===== src/rtl/lcp_pkg.sv =====
// ----------------------------------------------------------------------------
// lcp_pkg
// Shared types and fixed constants of the LED cube PWM layer packer.
// ----------------------------------------------------------------------------
package lcp_pkg;

    localparam int COORD_W    = 3;
    localparam int COLOR_W    = 8;
    localparam int OBYTE_W    = 7;
    localparam int BYTE_IDX_W = 5;

    localparam logic REQ_WRITE  = 1'b0;
    localparam logic REQ_RENDER = 1'b1;

    typedef struct packed {
        logic                 req_type;
        logic [COORD_W-1:0]   pos_x;
        logic [COORD_W-1:0]   pos_y;
        logic [COORD_W-1:0]   layer_z;
        logic [COLOR_W-1:0]   red;
        logic [COLOR_W-1:0]   green;
        logic [COLOR_W-1:0]   blue;
        logic [COLOR_W-1:0]   pwm_step;
    } t_in_beat;

    typedef struct packed {
        logic [OBYTE_W-1:0]    out_byte;
        logic [BYTE_IDX_W-1:0] byte_index;
        logic                  last;
    } t_out_beat;

endpackage


===== src/rtl/lcp_lit_unit.sv =====
// ----------------------------------------------------------------------------
// lcp_lit_unit
// Compares one stored voxel's three channels against the PWM step.
// Result order: bit 2 red, bit 1 blue, bit 0 green.
// ----------------------------------------------------------------------------
module lcp_lit_unit
    import lcp_pkg::*;
#(
    parameter int CHANNEL_BITS = 8
) (
    input  logic [3*CHANNEL_BITS-1:0] i_rgb,
    input  logic [COLOR_W-1:0]        i_step,
    output logic [2:0]                o_lit
);

    logic [COLOR_W-1:0] w_red;
    logic [COLOR_W-1:0] w_green;
    logic [COLOR_W-1:0] w_blue;

    assign w_red   = COLOR_W'(i_rgb[3*CHANNEL_BITS-1:2*CHANNEL_BITS]);
    assign w_green = COLOR_W'(i_rgb[2*CHANNEL_BITS-1:CHANNEL_BITS]);
    assign w_blue  = COLOR_W'(i_rgb[CHANNEL_BITS-1:0]);

    assign o_lit = {w_red > i_step, w_blue > i_step, w_green > i_step};

endmodule


===== config.mk =====
export PLATFORM = sky130hd
export DESIGN_NAME = lcp_lit_unit
export DESIGN_NICKNAME = d
export VERILOG_FILES = /design/src/rtl/lcp_pkg.sv /design/src/rtl/lcp_lit_unit.sv
export SDC_FILE = /design/constraint.sdc
export NUM_CORES = 1
export LEC_CHECK = 0
export BUFFER_PORTS_ARGS = -buffer_cell sky130_fd_sc_hd__buf_2
export CAP_MARGIN = 20
export CORE_AREA = 2 2 45 47
export DETAILED_ROUTE_END_ITERATION = 8
export DIE_AREA = 0 0 47 49
export GPL_TIMING_DRIVEN = 0
export SLEW_MARGIN = 0
export SYNTH_ARGS = -nofsm -noshare
export SYNTH_HDL_FRONTEND = slang
export SYNTH_SLANG_ARGS = --single-unit

===== constraint.sdc =====
create_clock -name vclk -period 2
set_clock_uncertainty 0.15 [all_clocks]
set_input_delay 0.4 -clock vclk [all_inputs]
set_output_delay 0.4 -clock vclk [all_outputs]
set_load 0.02 [all_outputs]

* Word level (Yosys, flattened, before mapping)
Index checks and enable logic that the tools add are counted.
** Word-level totals
- Register bits :: 0
- Input bits :: 32
- Output and inout bits :: 3
- Word-level logic and storage cells :: 3
** Cells by class
- Order comparisons :: 3
** Operator list (count)
- 8-bit greater-than comparator :: 3

* Depth between registers and ports, before layout
- Word-level depth :: 1
- Depth in mapped cells :: 6
- Mapped depth without buffers :: 6

* Worst setup path before layout
No wires, ideal clock.
- Kind :: input to output
- Start point :: in i_step[1]
- End point :: out o_lit[1]
- Arrival time :: 1278 ps
- Required time :: 1450 ps
- Slack :: 172 ps
- Stages on the path :: 6
- Buffers on the path :: 0
- Cell sequence :: inv_1 -> ha_1 -> nor2b_4 -> o211ai_2 -> a21oi_2 -> o22a_1
** On the way
- Word-level cells in the longest chain between the ends :: 1
** Ends and longest elaborated chain
- from (decl) :: RTL line lcp_lit_unit.sv:12 : input logic [COLOR_W-1:0] i_step,
- 8-bit greater-than comparator :: RTL line lcp_lit_unit.sv:24 : assign o_lit = {w_red > i_step, w_blue > i_step, w_green > i_step};
- to (decl) :: RTL line lcp_lit_unit.sv:13 : output logic [2:0] o_lit
Every way passes these cells.

* Worst setup path in the final report
Ends and elaborated chain as after synthesis.

==> impl_results.md <==
- Run status: finished clean
- Worst-Margin Slew: 168 ps
- Final design utilization: 50.2%
- Number of antenna violations at the first check in global routing: 0
- Final setup violation count: 0
- Worst ir drop on vdd: 0.108 mV
- Seq Cell Count: 0
- Footprint of the flip-flops and latches: 0 um^2
- Total Routed Length: 1310 um
- Seq pwr share: 0%
- Ratio of final minimum period to clock period: 99.2%
- Wl on met1: 589 um
- CP Class: in2out
- Count of inserted antenna diode cells: 0
- Gr usage total: 12.6%
- Leftover overflow at the end of global routing: 0
- First-pass DRT Iterations: 2
- Endpoint class of the critical path: output pin
- Worst path arrival time: 1430 ps
- Gate count of the mapped netlist: 67
- Antenna viol nets, final: 0
- Leak: 0.455 nW
- Number of pins exceeding their max-slew limit in the final report: 0
- Fill count: 185
- Area share of the largest cell type after synthesis: 51.9%
- RSZ-0062 raised after global routing: yes
- Clock network fraction of total power: 0%
- Total met3 wirelength after detailed routing: 87 um
- Post-DR vias/cell: 4.71
- Count of input and output buffers: 35
- Synthesized cell area: 578 um^2
- Site row count: 16
- Highest clock rate: 504 MHz
- Net switching power of the design: 0.000100 W
- Die outline height: 49 um
- Area taken by multi-input logic gates: 643 um^2
- Overall die area: 2300 um^2
- Combinational fraction of design power: 100.0%
- Number of nets in the synthesized netlist: 123
- Library cell with the largest summed area after synthesis: ha_1
- Portion of the post-synthesis area used by sequential elements: 0%
- Power, Total: 0.000212 W
- Cell types with the largest area share after synthesis: ha_1 52%, a21oi_1 7.8%, nor2b_4 7.1%
- Max cap viols: 0
- Final worst hold slack: 1250 ps
- Areal power density over the cells: 229 nW/um^2
- Largest fanout on the critical path: 3
- Boundary pin count: 35
- Worst hold path type: in2out
- Placeable core area: 1840 um^2
- Top routing layer in use: met3
- Via Count: 607
- Final Hold Vio Count: 0
- Final weighted congestion in routability-driven placement: 0.703
- Initial detailed-routing violation count: 11
- Number of design rule violations left after detail routing: 0
- Synthesis-to-layout area growth: 60.0%
- Wire length of the first global-routing pass: 2330 um
- Cell Int Power: 0.000112 W
- Final total negative setup slack: 0 ps
- Via count of the first global-routing pass: 611
- Yosys warning total: 0
- Initial standard-cell utilization of the core: 31.4%
- Type of origin of the critical path: primary input
- Total number of nets in the final design: 160
- Leading cell types by count after synthesis: 24 x ha_1, 10 x inv_1, 9 x a21oi_1
- Net switching fraction of the power: 47.2%
- Pin count of the biggest net entering global routing: 4
- Slew Limit Headroom: 88.7%
- Mean cell area of the mapped netlist: 8.63 um^2
- Data required time at the worst endpoint: 1450 ps
- Layout clock buffer count: 0
- Post-layout min period: 1980 ps
- Cell with the most instances after synthesis: ha_1
- HPWL after detailed placement: 1190 um
- Width of the die: 47 um
- Number of buffers added to fix hold violations after cts: 0
- Per-cell routed wire length: 10.1 um
- Met2 WL: 632 um
- Share of final-layout standard cells stronger than drive strength 1: 57.8%
- Synth cell types: 10
## logic make-up after synthesis
family | Yosys count | share of synthesized area (%)
adder cells (fa/ha/maj) | 24 | 51.9
AO/OA/AOI/OAI | 21 | 26.0
AND/OR/NAND/NOR | 12 | 15.6
buffers and inverters | 10 | 6.49
## metal layers
layer  global-route usage (%)  vias up
met2                     23.3       21
li1                         -      327
met4                        0        0
met1                     16.7      259
met3                        0        0
met5                        0        -
## layout by cell type, fill, tap and decap left out
cell type	instances
buf_2	31
nor2b_4	3
inv_8	1
buf_8	1
ha_1	17
ha_4	7
nand2_1	3
o21ai_0	3
buf_6	2
buf_4	1
nand4_1	6
inv_1	6
o211ai_2	3
inv_4	1
o22a_1	3
a21oi_1	5
a21oi_2	7
inv_2	2
## power by group through the flow
stage | logic (W) | registers, W | clock network (W)
after floorplan | 0.000113 | 0 | 0
after global placement | 0.000165 | 0 | 0
after detailed placement | 0.000172 | 0 | 0
after CTS | 0.000192 | 0 | 0
after global routing | 0.000237 | 0 | 0
final | 0.000212 | 0 | 0
## repair_timing
action	in CTS	in global routing
setup endpoints to repair	3	3
pin swaps	3	4
gates resized for setup	12	14
setup buffers	0	0
## layout make-up
type	instances	area share [%]
inverter	10	5.14
multi-input combinational	57	69.6
tap	27	3.65
timing repair buffer	35	21.7
## worst max-delay path, stage by stage
cell and delay (ps):
buf_8 100, inv_8 60, ha_4 190, nor2b_4 120
o211ai_2 170, a21oi_2 70, o22a_1 180, buf_6 130
## through the flow
stage	setup slack [ps]	cells	area [um^2]
after floorplan	172	67	578
after global placement	-45.0	129	787
after detailed placement	-59.3	129	787
after CTS	0.138	129	852
after global routing	-14.8	129	925
final	15.7	129	925
## final timing paths
| kind | from | to | slack, ps | cells after the start |
|---|---|---|---|---|
| worst max-delay path | i_step[1] | o_lit[1] | 20 | 8 |
| worst min-delay path | i_rgb[23] | o_lit[2] | 1250 | 6 |
Power figures use the tool's default switching activity.
